--- src/u8d_pkg.sv ---
// Shared types, constants and helper functions for the UTF-8 decoder with Latin-1 fallback.
package u8d_pkg;

  localparam int unsigned CpW    = 21;
  localparam int unsigned LenW   = 3;
  localparam int unsigned MaxRes = 4;
  localparam int unsigned CntW   = 3;  // holds 0 to MaxRes
  localparam int unsigned IdxW   = 2;

  localparam logic [7:0] ContMask  = 8'hC0;
  localparam logic [7:0] ContCode  = 8'h80;
  localparam logic [7:0] Lead2Mask = 8'hE0;
  localparam logic [7:0] Lead2Code = 8'hC0;
  localparam logic [7:0] Lead3Mask = 8'hF0;
  localparam logic [7:0] Lead3Code = 8'hE0;
  localparam logic [7:0] Lead4Mask = 8'hF8;
  localparam logic [7:0] Lead4Code = 8'hF0;

  localparam logic [LenW-1:0] LenNone = 3'd0;
  localparam logic [LenW-1:0] LenOne  = 3'd1;
  localparam logic [LenW-1:0] LenTwo  = 3'd2;
  localparam logic [LenW-1:0] LenThr  = 3'd3;
  localparam logic [LenW-1:0] LenFour = 3'd4;

  localparam logic [CpW-1:0] Min2 = 21'h00080;
  localparam logic [CpW-1:0] Min3 = 21'h00800;
  localparam logic [CpW-1:0] Min4 = 21'h10000;

  typedef struct packed {
    logic [CpW-1:0]  cp;
    logic [LenW-1:0] len;
  } u8d_ent_t;

  typedef struct packed {
    u8d_ent_t [MaxRes-1:0] ents;
    logic [CntW-1:0]       cnt;
    logic                  eot;
  } u8d_burst_t;

  function automatic logic [LenW-1:0] lead_len(input logic [7:0] b);
    logic [LenW-1:0] l;
    if ((b & Lead2Mask) == Lead2Code)      l = LenTwo;
    else if ((b & Lead3Mask) == Lead3Code) l = LenThr;
    else if ((b & Lead4Mask) == Lead4Code) l = LenFour;
    else                                   l = LenNone;
    return l;
  endfunction

  function automatic logic is_break(input logic [CpW-1:0] cp);
    return cp == 21'h2E || cp == 21'h2C || cp == 21'h21 || cp == 21'h3F ||
           cp == 21'h3B || cp == 21'h3A || cp == 21'h2D;
  endfunction

  function automatic u8d_ent_t latin1(input logic [7:0] b);
    u8d_ent_t e;
    e.cp  = {13'd0, b};
    e.len = LenOne;
    return e;
  endfunction

endpackage

--- src/u8d_if.sv ---
// Byte input and code point result channel interfaces.
interface u8d_in_if;
  logic       valid;
  logic       ready;
  logic [7:0] byte_in;
  logic       end_of_text;

  modport source (output valid, output byte_in, output end_of_text, input ready);
  modport sink   (input valid, input byte_in, input end_of_text, output ready);
endinterface

interface u8d_out_if;
  logic        valid;
  logic        ready;
  logic [20:0] code_point;
  logic [2:0]  byte_length;
  logic        break_after;
  logic        run_last;
  logic        text_done;

  modport source (output valid, output code_point, output byte_length, output break_after,
                  output run_last, output text_done, input ready);
  modport sink   (input valid, input code_point, input byte_length, input break_after,
                  input run_last, input text_done, output ready);
endinterface

--- src/utf8_decoder_latin1_fallback_unit.sv ---
// Top level of the UTF-8 decoder with Latin-1 fallback.
//
//   channel  dir  handshake           payload
//   in_ch    in   valid/ready         byte_in[7:0], end_of_text
//   out_ch   out  valid/ready         code_point[20:0], byte_length[2:0],
//                                     break_after, run_last, text_done
//
// One byte enters per cycle unless the output stalls; it is decoded in the cycle
// after its transfer, and its results then leave the result register one per cycle.
// A byte giving several results (at most 4) holds the input until its last is taken,
// so bytes that only buffer or give one result sustain one byte per cycle.
// Synchronous active-low reset empties both registers and drops any open sequence.
// A stalled output holds the current result and back-pressures the input.
module utf8_decoder_latin1_fallback_unit
  import u8d_pkg::*;
(
  input  logic      clk,
  input  logic      rst_n,
  u8d_in_if.sink    in_ch,
  u8d_out_if.source out_ch
);

  logic       burst_valid;
  logic       burst_ready;
  u8d_burst_t burst;

  u8d_seq u_seq (
    .clk         (clk),
    .rst_n       (rst_n),
    .in_valid    (in_ch.valid),
    .in_ready    (in_ch.ready),
    .in_byte     (in_ch.byte_in),
    .in_eot      (in_ch.end_of_text),
    .burst_valid (burst_valid),
    .burst_ready (burst_ready),
    .burst       (burst)
  );

  u8d_emit u_emit (
    .clk         (clk),
    .rst_n       (rst_n),
    .burst_valid (burst_valid),
    .burst_ready (burst_ready),
    .burst       (burst),
    .out_valid   (out_ch.valid),
    .out_ready   (out_ch.ready),
    .out_cp      (out_ch.code_point),
    .out_len     (out_ch.byte_length),
    .out_brk     (out_ch.break_after),
    .out_last    (out_ch.run_last),
    .out_done    (out_ch.text_done)
  );

endmodule

--- src/u8d_seq.sv ---
// Input register, sequence state and single-pass decode of one byte into a result burst.
module u8d_seq
  import u8d_pkg::*;
(
  input  logic       clk,
  input  logic       rst_n,
  input  logic       in_valid,
  output logic       in_ready,
  input  logic [7:0] in_byte,
  input  logic       in_eot,
  output logic       burst_valid,
  input  logic       burst_ready,
  output u8d_burst_t burst
);

  logic            hold_r;
  logic [7:0]      byte_r;
  logic            eot_r;
  logic [7:0]      pend_r [3];
  logic [7:0]      pend_nxt [3];
  logic [1:0]      pcnt_r, pcnt_nxt;
  logic [LenW-1:0] slen_r, slen_nxt;

  logic            advance;
  logic            is_cont;
  logic            fresh;
  logic [LenW-1:0] blen;
  logic [CpW-1:0]  cp;
  logic [CpW-1:0]  cp_min;
  u8d_ent_t [MaxRes-1:0] ents;
  logic [CntW-1:0] n;

  assign is_cont = (byte_r & ContMask) == ContCode;
  assign blen    = lead_len(byte_r);

  // Assemble the complete sequence from the buffered bytes and the closing byte
  always_comb begin
    case (slen_r)
      LenTwo:  begin
        cp     = {10'd0, pend_r[0][4:0], byte_r[5:0]};
        cp_min = Min2;
      end
      LenThr:  begin
        cp     = {5'd0, pend_r[0][3:0], pend_r[1][5:0], byte_r[5:0]};
        cp_min = Min3;
      end
      default: begin
        cp     = {pend_r[0][2:0], pend_r[1][5:0], pend_r[2][5:0], byte_r[5:0]};
        cp_min = Min4;
      end
    endcase
  end

  always_comb begin
    n        = '0;
    ents     = '0;
    pend_nxt = pend_r;
    pcnt_nxt = pcnt_r;
    slen_nxt = slen_r;
    fresh    = 1'b1;
    if (slen_r != LenNone) begin
      if (is_cont) begin
        fresh = 1'b0;
        if (({1'b0, pcnt_r} + 3'd1) >= slen_r || pcnt_r == 2'd3) begin
          pcnt_nxt = '0;
          slen_nxt = LenNone;
          if (cp >= cp_min) begin
            ents[0].cp  = cp;
            ents[0].len = slen_r;
            n           = 3'd1;
          end else begin
            for (int i = 0; i < 3; i++) begin
              if (i < int'(pcnt_r)) begin
                ents[n[IdxW-1:0]] = latin1(pend_r[i]);
                n                 = n + 3'd1;
              end
            end
            ents[n[IdxW-1:0]] = latin1(byte_r);
            n                 = n + 3'd1;
          end
        end else begin
          pend_nxt[pcnt_r] = byte_r;
          pcnt_nxt         = pcnt_r + 2'd1;
          if (eot_r) begin
            // cut off by the end of the string: flush everything as Latin-1
            for (int i = 0; i < 3; i++) begin
              if (i < int'(pcnt_r)) begin
                ents[n[IdxW-1:0]] = latin1(pend_r[i]);
                n                 = n + 3'd1;
              end
            end
            ents[n[IdxW-1:0]] = latin1(byte_r);
            n                 = n + 3'd1;
            pcnt_nxt          = '0;
            slen_nxt          = LenNone;
          end
        end
      end else begin
        // broken sequence: flush, then treat the byte afresh
        for (int i = 0; i < 3; i++) begin
          if (i < int'(pcnt_r)) begin
            ents[n[IdxW-1:0]] = latin1(pend_r[i]);
            n                 = n + 3'd1;
          end
        end
        pcnt_nxt = '0;
        slen_nxt = LenNone;
      end
    end
    if (fresh) begin
      if (byte_r[7] == 1'b0 || blen == LenNone) begin
        ents[n[IdxW-1:0]] = latin1(byte_r);
        n                 = n + 3'd1;
      end else if (eot_r) begin
        ents[n[IdxW-1:0]] = latin1(byte_r);
        n                 = n + 3'd1;
        pcnt_nxt          = '0;
        slen_nxt          = LenNone;
      end else begin
        pend_nxt[0] = byte_r;
        pcnt_nxt    = 2'd1;
        slen_nxt    = blen;
      end
    end
  end

  assign burst_valid = hold_r && (n != '0);
  assign advance     = hold_r && ((n == '0) || burst_ready);
  assign in_ready    = !hold_r || advance;

  assign burst.ents = ents;
  assign burst.cnt  = n;
  assign burst.eot  = eot_r;

  always_ff @(posedge clk) begin
    if (!rst_n) begin
      hold_r <= 1'b0;
      pcnt_r <= '0;
      slen_r <= LenNone;
    end else begin
      if (in_ready) begin
        hold_r <= in_valid;
      end
      if (advance) begin
        pcnt_r <= pcnt_nxt;
        slen_r <= slen_nxt;
      end
    end
  end

  always_ff @(posedge clk) begin
    if (in_ready && in_valid) begin
      byte_r <= in_byte;
      eot_r  <= in_eot;
    end
    if (advance) begin
      pend_r <= pend_nxt;
    end
  end

endmodule

--- src/u8d_emit.sv ---
// Result register that hands out one code point of a burst per transfer.
module u8d_emit
  import u8d_pkg::*;
(
  input  logic             clk,
  input  logic             rst_n,
  input  logic             burst_valid,
  output logic             burst_ready,
  input  u8d_burst_t       burst,
  output logic             out_valid,
  input  logic             out_ready,
  output logic [CpW-1:0]   out_cp,
  output logic [LenW-1:0]  out_len,
  output logic             out_brk,
  output logic             out_last,
  output logic             out_done
);

  logic                  busy_r;
  u8d_ent_t [MaxRes-1:0] ents_r;
  logic [CntW-1:0]       cnt_r;
  logic [IdxW-1:0]       idx_r;
  logic                  eot_r;
  logic                  last;

  assign last        = ({1'b0, idx_r} + 3'd1) == cnt_r;
  assign burst_ready = !busy_r || (last && out_ready);

  assign out_valid = busy_r;
  assign out_cp    = ents_r[idx_r].cp;
  assign out_len   = ents_r[idx_r].len;
  assign out_brk   = is_break(ents_r[idx_r].cp);
  assign out_last  = last;
  assign out_done  = last && eot_r;

  always_ff @(posedge clk) begin
    if (!rst_n) begin
      busy_r <= 1'b0;
      idx_r  <= '0;
    end else if (burst_ready) begin
      busy_r <= burst_valid;
      idx_r  <= '0;
    end else if (out_ready) begin
      idx_r <= idx_r + 2'd1;
    end
  end

  always_ff @(posedge clk) begin
    if (burst_ready && burst_valid) begin
      ents_r <= burst.ents;
      cnt_r  <= burst.cnt;
      eot_r  <= burst.eot;
    end
  end

endmodule

--- src/flat_wrapper.sv ---
// flat-port wrapper written by rule: the top's interface ports become plain ports
module utf8_decoder_latin1_fallback_unit_flat import u8d_pkg::*;
  (clk, rst_n, in_ch_valid, in_ch_byte_in, in_ch_end_of_text, in_ch_ready, out_ch_valid, out_ch_code_point, out_ch_byte_length, out_ch_break_after, out_ch_run_last, out_ch_text_done, out_ch_ready);
  u8d_in_if in_ch_i ();
  u8d_out_if out_ch_i ();
  input  logic clk;
  input  logic rst_n;
  input wire logic [$bits(in_ch_i.valid)-1:0] in_ch_valid;
  input wire logic [$bits(in_ch_i.byte_in)-1:0] in_ch_byte_in;
  input wire logic [$bits(in_ch_i.end_of_text)-1:0] in_ch_end_of_text;
  output wire logic [$bits(in_ch_i.ready)-1:0] in_ch_ready;
  output wire logic [$bits(out_ch_i.valid)-1:0] out_ch_valid;
  output wire logic [$bits(out_ch_i.code_point)-1:0] out_ch_code_point;
  output wire logic [$bits(out_ch_i.byte_length)-1:0] out_ch_byte_length;
  output wire logic [$bits(out_ch_i.break_after)-1:0] out_ch_break_after;
  output wire logic [$bits(out_ch_i.run_last)-1:0] out_ch_run_last;
  output wire logic [$bits(out_ch_i.text_done)-1:0] out_ch_text_done;
  input wire logic [$bits(out_ch_i.ready)-1:0] out_ch_ready;
  assign in_ch_i.valid = in_ch_valid;
  assign in_ch_i.byte_in = in_ch_byte_in;
  assign in_ch_i.end_of_text = in_ch_end_of_text;
  assign in_ch_ready = in_ch_i.ready;
  assign out_ch_valid = out_ch_i.valid;
  assign out_ch_code_point = out_ch_i.code_point;
  assign out_ch_byte_length = out_ch_i.byte_length;
  assign out_ch_break_after = out_ch_i.break_after;
  assign out_ch_run_last = out_ch_i.run_last;
  assign out_ch_text_done = out_ch_i.text_done;
  assign out_ch_i.ready = out_ch_ready;
  utf8_decoder_latin1_fallback_unit u_core (.clk(clk), .rst_n(rst_n), .in_ch(in_ch_i), .out_ch(out_ch_i));
endmodule
--- config.mk ---
export PLATFORM = sky130hd
export DESIGN_NAME = utf8_decoder_latin1_fallback_unit_flat
export DESIGN_NICKNAME = d
export VERILOG_FILES = /design/src/u8d_pkg.sv /design/src/u8d_if.sv /design/src/utf8_decoder_latin1_fallback_unit.sv /design/src/u8d_seq.sv /design/src/u8d_emit.sv /design/src/flat_wrapper.sv
export SDC_FILE = /design/constraint.sdc
export NUM_CORES = 1
export LEC_CHECK = 0
export BUFFER_PORTS_ARGS = -buffer_cell sky130_fd_sc_hd__buf_2
export CORE_MARGIN = 3
export CORE_UTILIZATION = 45
export CTS_BUF_LIST = sky130_fd_sc_hd__clkbuf_8
export DETAILED_ROUTE_END_ITERATION = 10
export GPL_TIMING_DRIVEN = 0
export SYNTH_ARGS = -nofsm -noshare
export SYNTH_HDL_FRONTEND = slang
export SYNTH_SLANG_ARGS = --single-unit
--- constraint.sdc ---
create_clock -name clk -period 7.5 [get_ports clk]
set_input_delay 0.375 -clock clk [delete_from_list [all_inputs] [get_ports clk]]
set_output_delay 0.375 -clock clk [all_outputs]
set_load 0.005 [all_outputs]
==> impl_metrics.csv, run 1 <==
group,metric,value,unit
placed_design,postPlaceCellArea,0.006213,sq mm
grt,grt_pass1_vias,4505,
routing,avgRoutedWirePerCell,20.56,um
grt,grt_pass1_wl,25.68,mm
floorplan,die_h,119.3,um
flow_run,cap_violations,0,
sta,tightest_slew,0.9467,ns
final_layout,design_area,0.006420,sq mm
logic_synthesis,syn-mean-instance-area,10.29,sq um
sta,finClkSkew,0.01177,ns
logic_synthesis,syn_nets,591,
grt,grt_use_total,23.39,%
logic_synthesis,yosys.area_share.simple,18.21,%
logic_synthesis,yosysTopAreaCell,"edfxtp_1",
cts,cts_buffer_depth,2,
logic_synthesis,synth_xor_area_share,0.9105,%
final_layout,utilization,52.36,%
cts,post_cts_buffers,0,
logic_synthesis,syn-cell-area,0.005772,sq mm
logic_synthesis,ys_seq_area_share,48.91,%
cts,cts_inserted_buffers,9,
grt,antenna_found_initial,0,
logic_synthesis,yosysMostFrequentCell,"edfxtp_1",
sta,rsz0062_at_grt,"no",
worst_setup_path,arrival,5.91,ns
worst_setup_path,required,7.53,ns
cts,cts_root_buf,"clkbuf_8",
floorplan,start_util,47.07,%
routing,first_iter_violations,352,
logic_synthesis,synthAdderAreaFrac,3.685,%
logic_synthesis,synth_area_leaders,"edfxtp_1 46%, a21oi_1 4.9%, ha_1 3.7%, nor2_1 3.6%, mux4_2 3.5%",
worst_hold_path,min_delay_path_depth,1,
floorplan,die-area,0.01422,sq mm
worst_setup_path,r2r-start,"u_core.u_seq.pcnt_r[1]",
routing,viasPerCell,5.885,
worst_setup_path,rrSetupSlack,1.62,ns
placed_design,placement.io_buffers,40,
cts,hold_buffers,0,
placed_design,place.gp.congestion,0.8998,
power,p_total,0.001090,W
logic_synthesis,synth_warnings,0,
floorplan,core,0.01226,sq mm
worst_setup_path,reg2regPathDepth,17,
power,p_seq_share,57.8,%
final_layout,drive_above_1_share,15.53,%
power,comb_power_share,9.7,%
cts,cts_resized,0,
cts,cts.sinks,97,
final_layout,area_growth,11.23,%
logic_synthesis,synthArstFlopShare,0,%
logic_synthesis,yosys_register_bits,97,
sta,slew_headroom,36.06,%
status,status,"complete, no violations",
worst_hold_path,holdCritStartpoint,"in_ch_byte_in[3]",
final_layout,antenna_cells,0,
logic_synthesis,synth_top_area_share,45.78,%
sta,finalSetupViolations,0,
cts,cts_tree,"built",
sta,hold_viol,0,
power,power_density,169.9,mW/mm^2
logic_synthesis,synth_enable_flop_cells,88,
sta,min_period,5.878,ns
floorplan,io_pins,42,
power,internal_power,0.0008090,W
worst_setup_path,worst-path-max-fanout,10,
grt,grt_max_degree,32,
routing,dr.pass1.iters,7,
worst_hold_path,holdPathEnd,"u_core.u_seq.byte_r[3]",
worst_setup_path,cp-end-kind,"flop",
cts,htree_levels,3,
routing,routed_wl,16.16,mm
routing,ant_nets,0,
routing,vias,4626,
logic_synthesis,synth_top_family_by_area,"compound AO/OA/AOI/OAI gates",
logic_synthesis,syn_inst,561,
power,pwr-share-clk,32.6,%
power,ir_drop,0.1159,mV
worst_setup_path,worst_setup_path_start_kind,"flop",
placed_design,dp_hpwl,12.36,mm
power,power_switching,0.0002814,W
sta,timing.fmax,170.1,MHz
logic_synthesis,synth_compound_area_share,18.84,%
floorplan,die_x,119.3,um
floorplan,fp-row-count,40,
grt,grt-ovfl-total,0,
routing,drc_errors,0,
cts,clk_latency,0.39,ns
power,cellLeakagePower,2.291,nW
power,swShare,25.81,%
logic_synthesis,synth_flop_cell,"edfxtp_1",
logic_synthesis,synth_commonest_cells,"88 x edfxtp_1, 56 x a21oi_1, 55 x nor2_1, 48 x nand2_1, 26 x o21ai_0",
logic_synthesis,yosysUniqueCellTypes,71,
worst_hold_path,min_path_type,"in2reg",
worst_setup_path,r2r-end,"u_core.u_seq.pend_r[7]",
logic_synthesis,synth.area.mux_share,5.918,%
worst_setup_path,crit_type,"reg2reg",
cts,clk_pin_slew,0.10,ns
sta,drv_slew,0,
final_layout,fin_nets,643,
sta,period_share,78.37,%
[layout make-up]
class,count,area (sq um)
well taps,168,210.2
plain buffers,36,147.6
flip-flops and latches,97,2823
clock inverters,7,82.58
fillers,1135,5842
clock buffers,9,123.9
repair buffers,41,220.2
multi-input cells,413,2756
inverters,15,56.30
[registers in the layout, summed over array words and instances (netlist names)]
register                 flops
u_core.u_emit.ents_r        51
u_core.u_seq.pend_r         24
u_core.u_seq.byte_r          8
u_core.u_emit.cnt_r          3
u_core.u_seq.slen_r          3
u_core.u_emit.idx_r          2
u_core.u_seq.pcnt_r          2
u_core.u_emit.eot_r          1
u_core.u_emit.out_valid      1
u_core.u_seq.eot_r           1
u_core.u_seq.hold_r          1
[routing by layer]
metal / global-route usage, % / wire length (um) / share of wire [%] / up-vias
met5: 0 / 0 / 0 / -
met4: 8.038 / 228 / 1.4 / 0
met3: 3.514 / 895 / 5.5 / 20
met1: 34.13 / 7604 / 47 / 2235
li1: - / - / - / 2222
met2: 35.54 / 7430 / 46 / 149
[cell usage in the layout, fill, tap and decap left out, types with 4 or more instances in the layout]
master,count
ha_1,17
nor3_1,9
o21ai_0,26
mux2_2,7
nand4_1,4
nor4_1,5
buf_1,4
o22ai_1,9
a22o_1,18
clkbuf_1,24
mux4_2,9
nand2_1,48
nand3_1,12
nor2_1,55
a211oi_1,5
nand2b_1,9
and2_1,24
and4b_1,4
mux2i_1,6
buf_2,47
and3_1,8
o211ai_1,4
edfxtp_1,88
clkbuf_8,9
o21ai_1,5
a21o_1,4
a31oi_1,4
dfxtp_1,9
a21oi_1,55
o31ai_1,10
inv_1,16
[power by group through the flow]
stage	Combinational, W	Clock (W)	Sequential, W
after global routing	0.000116	0.000388	0.000632
final	0.000105	0.000355	0.000630
after detailed placement	0.000105	0	0.000642
after floorplan	0.0000685	0	0.000635
after CTS	0.000105	0.000365	0.000629
after global placement	0.000100	0	0.000643
[cells by family (layout without fill, tap and decap cells)]
logic type	after synthesis	in the layout
multiplexers	22	22
adder cells (fa/ha/maj)	17	17
AO/OA/AOI/OAI	167	167
XOR/XNOR	6	6
flip-flops	97	97
AND/OR/NAND/NOR	201	201
buffers and inverters	51	108
[critical path, stage by stage (launching register included)]
cell	delay, ns
dfxtp_1	0.57
clkbuf_1	0.51
inv_1	0.17
ha_1	0.42
ha_1	0.32
a21o_1	0.20
a211oi_1	0.80
or3_1	0.22
buf_2	0.23
nand2_1	0.19
ha_1	0.31
inv_1	0.08
ha_1	0.22
a21oi_1	0.21
nand3_1	0.11
o211a_1	0.31
nor2_1	0.18
and2_1	0.48
[how the worst max path moves through the flow]
stage | slack [ns] | to | from | cells after the start
global placement | -1.04 | u_core.u_emit.ents_r[17] | u_core.u_seq.pcnt_r[1] | 17
global route | 1.25 | u_core.u_emit.ents_r[22] | u_core.u_seq.slen_r[1] | 22
floorplan | 0.68 | u_core.u_emit.cnt_r[0] | u_core.u_seq.slen_r[1] | 20
detailed placement | 1.69 | u_core.u_seq.pend_r[4] | u_core.u_seq.pcnt_r[1] | 17
CTS | 1.67 | u_core.u_seq.pend_r[6] | u_core.u_seq.pcnt_r[1] | 17
finish | 1.62 | u_core.u_seq.pend_r[7] | u_core.u_seq.pcnt_r[1] | 17
[stage by stage]
step           setup WS, ns  TNS (ns)  hold slack (ns)  instances
3_5_place_dp          1.691         0           0.4819        770
4_1_cts               1.668         0           0.1329        786
5_1_grt               1.255         0           0.1285        786
6_report              1.622         0           0.1479        786
2_1_floorplan        0.6759         0           0.4430        561
3_3_place_gp         -1.042    -56.82           0.4694        769
Note: power is estimated with default switching activity, not from simulation.
==> run 2, diff against run 1 <==
- clock period: 7.5 -> 4.75 ns (I/O delays scaled with it)
==> run 2 against run 1 <==
Against the previous run: critical path depth rose by 5; sequential power rose by 58%; clock skew rose by 0.0053 ns; routed wire length rose by 6.7%; clock power rose by 47%; sequential share of layout area fell by 1.6 points; via count rose by 2.8%; design area rose by 4.0%; critical endpoint is now in_ch_ready.
==> impl_metrics.csv, run 2 (same netlist as run 1, synthesis figures left out) <==
group,metric,value,unit
routing,routed_wl,17.24,mm
floorplan,fp-row-count,40,
routing,ant_nets,0,
worst_setup_path,crit_family,"simple AND/OR/NAND/NOR gates",
worst_hold_path,holdCritStartpoint,"in_ch_end_of_text",
flow_run,cap_violations,0,
final_layout,reg.largest.list,"u_core.u_emit.ents_r: 51 flops, u_core.u_seq.pend_r: 24 flops, u_core.u_seq.byte_r: 8 flops",
floorplan,start_util,47.07,%
worst_setup_path,required,4.51,ns
routing,vias,4757,
cts,cts_tree,"built",
final_layout,layout_common_cells,"88 x edfxtp_1, 54 x nor2_1, 51 x a21oi_1",
cts,hold_buffers,0,
worst_hold_path,min_delay_path_depth,1,
power,power_density,253.9,mW/mm^2
grt,grt_pass1_vias,4448,
worst_setup_path,reg2regPathDepth,21,
worst_setup_path,cp.depth,22,
sta,min_period,4.518,ns
power,p_total,0.001696,W
power,p_seq_share,58.7,%
sta,period_share,95.11,%
routing,viasPerCell,5.976,
routing,first_iter_violations,589,
floorplan,die_x,119.3,um
placed_design,place.gp.congestion,0.9598,
final_layout,mostFrequentLayoutCell,"edfxtp_1",
power,comb_power_share,10.6,%
power,pwr-share-clk,30.8,%
final_layout,regMostFlops,"u_core.u_emit.ents_r",
worst_setup_path,critPathMaxStageDelay,0.34,ns
placed_design,placement.io_buffers,40,
floorplan,io_pins,42,
floorplan,core,0.01226,sq mm
worst_setup_path,cp-end-kind,"primary output",
cts,htree_levels,3,
floorplan,die_h,119.3,um
sta,tightest_slew,0.8556,ns
final_layout,fillerInstances,1095,
power,power_switching,0.0004214,W
sta,holdWs,0.02695,ns
worst_setup_path,worst_setup_path_start_kind,"flop",
sta,finClkSkew,0.01702,ns
grt,antenna_found_initial,0,
cts,cts_buffer_depth,2,
sta,timing.fmax,221.3,MHz
worst_setup_path,crit_type,"reg2out",
cts,clk_pin_slew,0.10,ns
placed_design,placedCellCount,770,
final_layout,final_cells,796,
cts,clk_latency,0.38,ns
power,internal_power,0.001275,W
grt,grt_use_total,24.76,%
sta,drv_slew,0,
sta,hold_viol,0,
grt,grt-ovfl-total,0,
power,cellLeakagePower,2.379,nW
worst_setup_path,rrSetupSlack,0.27,ns
final_layout,largest_reg_flops,51,
power,ir_drop,0.1998,mV
worst_setup_path,cp_num_buf_inv,6,
worst_setup_path,cpMaxStageDelayCell,"or3_1",
status,status,"complete, no violations",
placed_design,dp_hpwl,12.87,mm
routing,drc_errors,0,
final_layout,fin_nets,653,
final_layout,antenna_cells,0,
cts,cts_root_buf,"clkbuf_8",
worst_setup_path,r2r-start,"u_core.u_seq.slen_r[1]",
cts,cts_inserted_buffers,9,
grt,grt_pass1_wl,26.79,mm
grt,grt_max_degree,33,
routing,dr.pass1.iters,5,
worst_hold_path,holdPathEnd,"u_core.u_seq.eot_r",
power,swShare,24.85,%
worst_setup_path,crit_chain,"buf_6 > nor2b_4 > clkbuf_8 > nand3_2 > nand2_2 > ha_4 > nor4b_4 > o2111ai_2 > nor3_2 > nor4b_4 > or3_1 > buf_6 > nand2_4 > ha_4 > inv_1 > ha_1 > a21oi_2 > nand2_2 > a21o_1 > nor3b_2 > inv_1 > buf_2",
worst_hold_path,min_path_type,"in2reg",
sta,slew_headroom,42.96,%
final_layout,area_growth,15.72,%
floorplan,die-area,0.01422,sq mm
sta,finalSetupViolations,0,
worst_setup_path,worst-path-max-fanout,10,
worst_setup_path,r2r-end,"u_core.u_seq.pend_r[7]",
cts,cts.sinks,97,
final_layout,drive_above_1_share,21.18,%
worst_setup_path,arrival,4.28,ns
routing,avgRoutedWirePerCell,21.66,um
## run 2: worst max-delay path by stage
stage                      startpoint                       end  slack (ns)
5_1_grt        u_core.u_seq.slen_r[2]               in_ch_ready       -0.02
2_1_floorplan  u_core.u_seq.slen_r[1]    u_core.u_emit.cnt_r[0]        0.03
3_3_place_gp   u_core.u_seq.pcnt_r[1]  u_core.u_emit.ents_r[28]       -1.28
4_1_cts        u_core.u_seq.slen_r[1]               in_ch_ready       0.001
3_5_place_dp   u_core.u_seq.pcnt_r[1]  u_core.u_emit.ents_r[27]       -0.85
6_report       u_core.u_seq.slen_r[1]               in_ch_ready        0.23
## run 2: power by group through the flow
stage	combinational [W]	clock (W)	sequential [W]
global route	0.000196	0.000566	0.000998
floorplan	0.000110	0	0.00100
finish	0.000179	0.000522	0.000995
global placement	0.000162	0	0.00101
CTS	0.000172	0.000537	0.000994
detailed placement	0.000167	0	0.00101
## run 2: worst register-to-register path: stages, from the launching register on
cell       delay, ns
dfxtp_1         0.31
buf_6           0.13
nor2b_4         0.13
clkbuf_8        0.16
nand3_2         0.09
nand2_2         0.09
ha_4            0.28
nor4b_4         0.21
o2111ai_2       0.20
nor3_2          0.30
nor4b_4         0.11
or3_1           0.34
buf_6           0.16
nand2_4         0.10
ha_4            0.17
inv_1           0.04
ha_1            0.30
a21oi_2         0.20
nand3_1         0.10
o211a_1         0.33
nor2_1          0.14
and2_2          0.29
## run 2: cell type report
| cell class | instances | area (sq um) | area share [%] |
|---|---|---|---|
| clock buffer | 9 | 123.9 | 1.855 |
| sequential | 97 | 2829 | 42.36 |
| timing repair buffer | 52 | 302.8 | 4.534 |
| tap | 168 | 210.2 | 3.147 |
| multi-input combinational | 414 | 2912 | 43.59 |
| clock inverter | 7 | 62.56 | 0.9367 |
| buffer | 34 | 182.7 | 2.735 |
| inverter | 15 | 56.30 | 0.8430 |
## run 2: what timing repair did
item / CTS / global route
setup endpoints to repair: 111 / 93
resized for setup: 16 / 30
cloned: 1 / 0
pin swaps: 3 / 8
setup buffers: 4 / 7
## run 2: metrics by stage
stage	cell area, sq um	setup TNS, ns	worst slack, ns	util [%]
final	6679	0	0.2321	54.47
after global routing	6679	-0.01626	-0.01626	54.47
after CTS	6510	0	0.001168	53.09
after detailed placement	6238	-67.01	-0.8451	50.88
after global placement	6218	-96.30	-1.282	50.71
after floorplan	5808	0	0.03260	-
## run 2: routing by layer
metal	GRT usage (%)	part of all wire (%)
met4	7.024	1.6
met5	0	0
met3	3.371	6.4
met1	36.80	47
met2	37.87	45
==> run 3, diff against run 2 <==
- BUFFER_PORTS_ARGS: -buffer_cell sky130_fd_sc_hd__buf_2 -> -buffer_cell sky130_fd_sc_hd__clkbuf_2
- PLACE_DENSITY: not set -> 0.65
- SYNTH_HIERARCHICAL: not set -> 1
==> run 3 against run 2 <==
Against the previous run: routed wire length is 17% higher; clock power rose by 95%; clock-buffer cell count grew 8; synthesized cell count up 10%; sequential power rose by 46%; register-to-register slack lost 0.12 ns; die area is 31% higher.
==> impl_metrics.csv, run 3 <==
group,metric,value,unit
status,status,"complete, no violations",
grt,grt_pass1_wl,30.96,mm
worst_setup_path,cp-end-kind,"flop",
logic_synthesis,synth_area_leaders,"edfxtp_1 52%, mux4_2 6.2%, buf_4 4.7%, nand2_1 3.3%, ha_1 2.6%",
final_layout,fillerInstances,1390,
logic_synthesis,synth_flop_cell,"edfxtp_1",
floorplan,start_util,46.14,%
logic_synthesis,syn-cell-area,0.007679,sq mm
worst_setup_path,arrival,4.81,ns
sta,holdWs,0.07180,ns
routing,viasPerCell,5.574,
flow_run,cap_violations,0,
cts,cts_buffer_depth,2,
logic_synthesis,synth.area.mux_share,8.978,%
logic_synthesis,yosys_register_bits,142,
worst_setup_path,worst_setup_path_start_kind,"flop",
sta,timing.setup.tns,0,ns
power,comb_power_share,9.9,%
final_layout,final_cells,1007,
routing,avgRoutedWirePerCell,20.03,um
logic_synthesis,synth_commonest_cells,"133 x edfxtp_1, 67 x nand2_1, 48 x buf_4, 32 x nor2_1, 26 x a21oi_1",
grt,grt_pass1_vias,5506,
final_layout,fin_nets,803,
floorplan,core,0.01664,sq mm
logic_synthesis,synthAdderAreaFrac,2.607,%
floorplan,die-area,0.01867,sq mm
grt,grt_max_degree,27,
power,p_seq_share,52.9,%
sta,min_period,4.596,ns
logic_synthesis,syn-mean-instance-area,12.42,sq um
cts,cts.sinks,142,
floorplan,die_h,136.6,um
logic_synthesis,synth_top_family_by_area,"compound AO/OA/AOI/OAI gates",
placed_design,postPlaceCellArea,0.008532,sq mm
cts,cts_tree,"built",
routing,drc_errors,0,
logic_synthesis,synth_compound_area_share,14.06,%
sta,hold_viol,0,
sta,tightest_slew,1.089,ns
sta,timing.fmax,217.6,MHz
final_layout,mostFrequentLayoutCell,"edfxtp_1",
grt,grt_use_total,22.41,%
floorplan,fp-row-count,47,
logic_synthesis,yosysTopAreaCell,"edfxtp_1",
logic_synthesis,yosysUniqueCellTypes,75,
logic_synthesis,synthArstFlopShare,0,%
sta,drv_slew,0,
cts,clk_latency,0.46,ns
routing,first_iter_violations,554,
final_layout,antenna_cells,0,
cts,cts_inserted_buffers,17,
worst_hold_path,min_path_type,"in2reg",
logic_synthesis,syn_inst,618,
logic_synthesis,ys_seq_area_share,54.36,%
power,power_switching,0.0006526,W
cts,clk_pin_slew,0.08,ns
placed_design,placement.io_buffers,41,
routing,ant_nets,0,
routing,routed_wl,20.17,mm
worst_setup_path,crit_type,"reg2reg",
power,pwr-share-clk,37.1,%
power,power_density,286.4,mW/mm^2
logic_synthesis,yosys.area_share.simple,11.63,%
final_layout,drive_above_1_share,31.89,%
logic_synthesis,synth_enable_flop_cells,133,
logic_synthesis,yosysMostFrequentCell,"edfxtp_1",
power,internal_power,0.002082,W
final_layout,design_area,0.009547,sq mm
worst_setup_path,required,4.97,ns
logic_synthesis,synth_warnings,6,
placed_design,placedCellCount,926,
final_layout,area_growth,24.33,%
sta,slew_headroom,27.22,%
sta,finClkSkew,0.01722,ns
power,swShare,23.87,%
floorplan,die_x,136.6,um
sta,period_share,96.75,%
routing,dr.pass1.iters,8,
logic_synthesis,synth_xor_area_share,0.7984,%
worst_setup_path,worst-path-max-fanout,12,
placed_design,place.gp.congestion,0.9723,
routing,vias,5613,
sta,finalSetupViolations,0,
cts,htree_levels,4,
grt,grt-ovfl-total,0,
logic_synthesis,synth_top_area_share,52.01,%
final_layout,layout_common_cells,"133 x edfxtp_1, 82 x buf_4, 62 x nand2_1",
power,cellLeakagePower,3.475,nW
cts,cts_root_buf,"clkbuf_8",
placed_design,dp_hpwl,14.63,mm
power,ir_drop,0.1833,mV
grt,antenna_found_initial,0,
floorplan,io_pins,42,
run 3: final cells by class:
cell class / count / area (sq um) / share of cell area (%)
Inverter: 12 / 45.04 / 0.4718
Tap cell: 220 / 275.3 / 2.883
Clock buffer: 17 / 234.0 / 2.451
Buffer: 80 / 538.0 / 5.636
Sequential cell: 142 / 4188 / 43.87
Timing Repair Buffer: 94 / 749.5 / 7.851
Multi-Input combinational cell: 427 / 3333 / 34.91
Clock inverter: 15 / 183.9 / 1.927
run 3: final timing paths:
kind,startpoint,end,slack [ns],cells past startpoint
setup / recovery,u_core/u_seq/slen_r[0],u_core/u_emit/ents_r[79],0.15,20
hold / removal,rst_n,u_core/u_emit/out_valid,0.07,2
setup reg to reg,u_core/u_seq/slen_r[0],u_core/u_emit/ents_r[79],0.15,20
hold reg to reg,u_core/u_seq/byte_r[1],flop,0.48,0
run 3: power by group through the flow:
| stage | clock network (W) | logic, W | registers, W |
|---|---|---|---|
| 5_1_grt | 0.00110 | 0.000296 | 0.00145 |
| 3_5_place_dp | 0 | 0.000227 | 0.00148 |
| 4_1_cts | 0.00104 | 0.000252 | 0.00145 |
| 3_3_place_gp | 0 | 0.000213 | 0.00148 |
| 6_report | 0.00102 | 0.000271 | 0.00145 |
| 2_1_floorplan | 0 | 0.000156 | 0.00147 |
run 3: logic make-up after synthesis:
| group | after synthesis |
|---|---|
| simple gates | 173 |
| xor+xnor | 7 |
| other cells | 1 |
| compound gates | 147 |
| mux | 37 |
| buf+inv | 95 |
| flops | 142 |
| fa+ha+maj | 16 |
run 3: worst max-delay path, stage by stage (launching register included):
cell and delay [ns]:
dfxtp_4 0.37, buf_12 0.13, buf_4 0.16, and4b_1 0.18, a21oi_1 0.18, and4_1 0.35
o2bb2ai_2 0.27, nand2_2 0.14, buf_4 0.17, nand2_4 0.11, a31oi_4 0.13, ha_4 0.22
or4_4 0.53, and4_1 0.18, a41oi_2 0.19, nand2_2 0.10, o31a_1 0.37, inv_2 0.11
a21oi_4 0.08, buf_12 0.18, clkbuf_16 0.17
run 3: layer usage:
metal,vias up,track usage [%],share of wire (%)
met5,-,0,0
met4,0,6.999,2.2
met3,45,4.816,7.1
met2,240,37.95,50
met1,2716,28.86,41
li1,2612,-,-
run 3: repair_timing:
action                                  4_1_cts  5_1_grt
hold buffers                                  9        0
pin swaps                                    13        8
setup buffers                                26       13
gates cloned                                  2        2
endpoints found under the setup margin      139      117
endpoints found under the hold margin         9        0
resized for setup                            20       10
run 3: through the flow:
stage	setup WS [ns]	total power, W	util, %
6_report	0.1545	0.002735	57.36
5_1_grt	-0.05015	0.002844	57.36
3_3_place_gp	-1.507	0.001692	50.82
2_1_floorplan	-0.4035	0.001626	-
4_1_cts	0.009285	0.002741	56.27
3_5_place_dp	-0.9311	0.001706	51.27
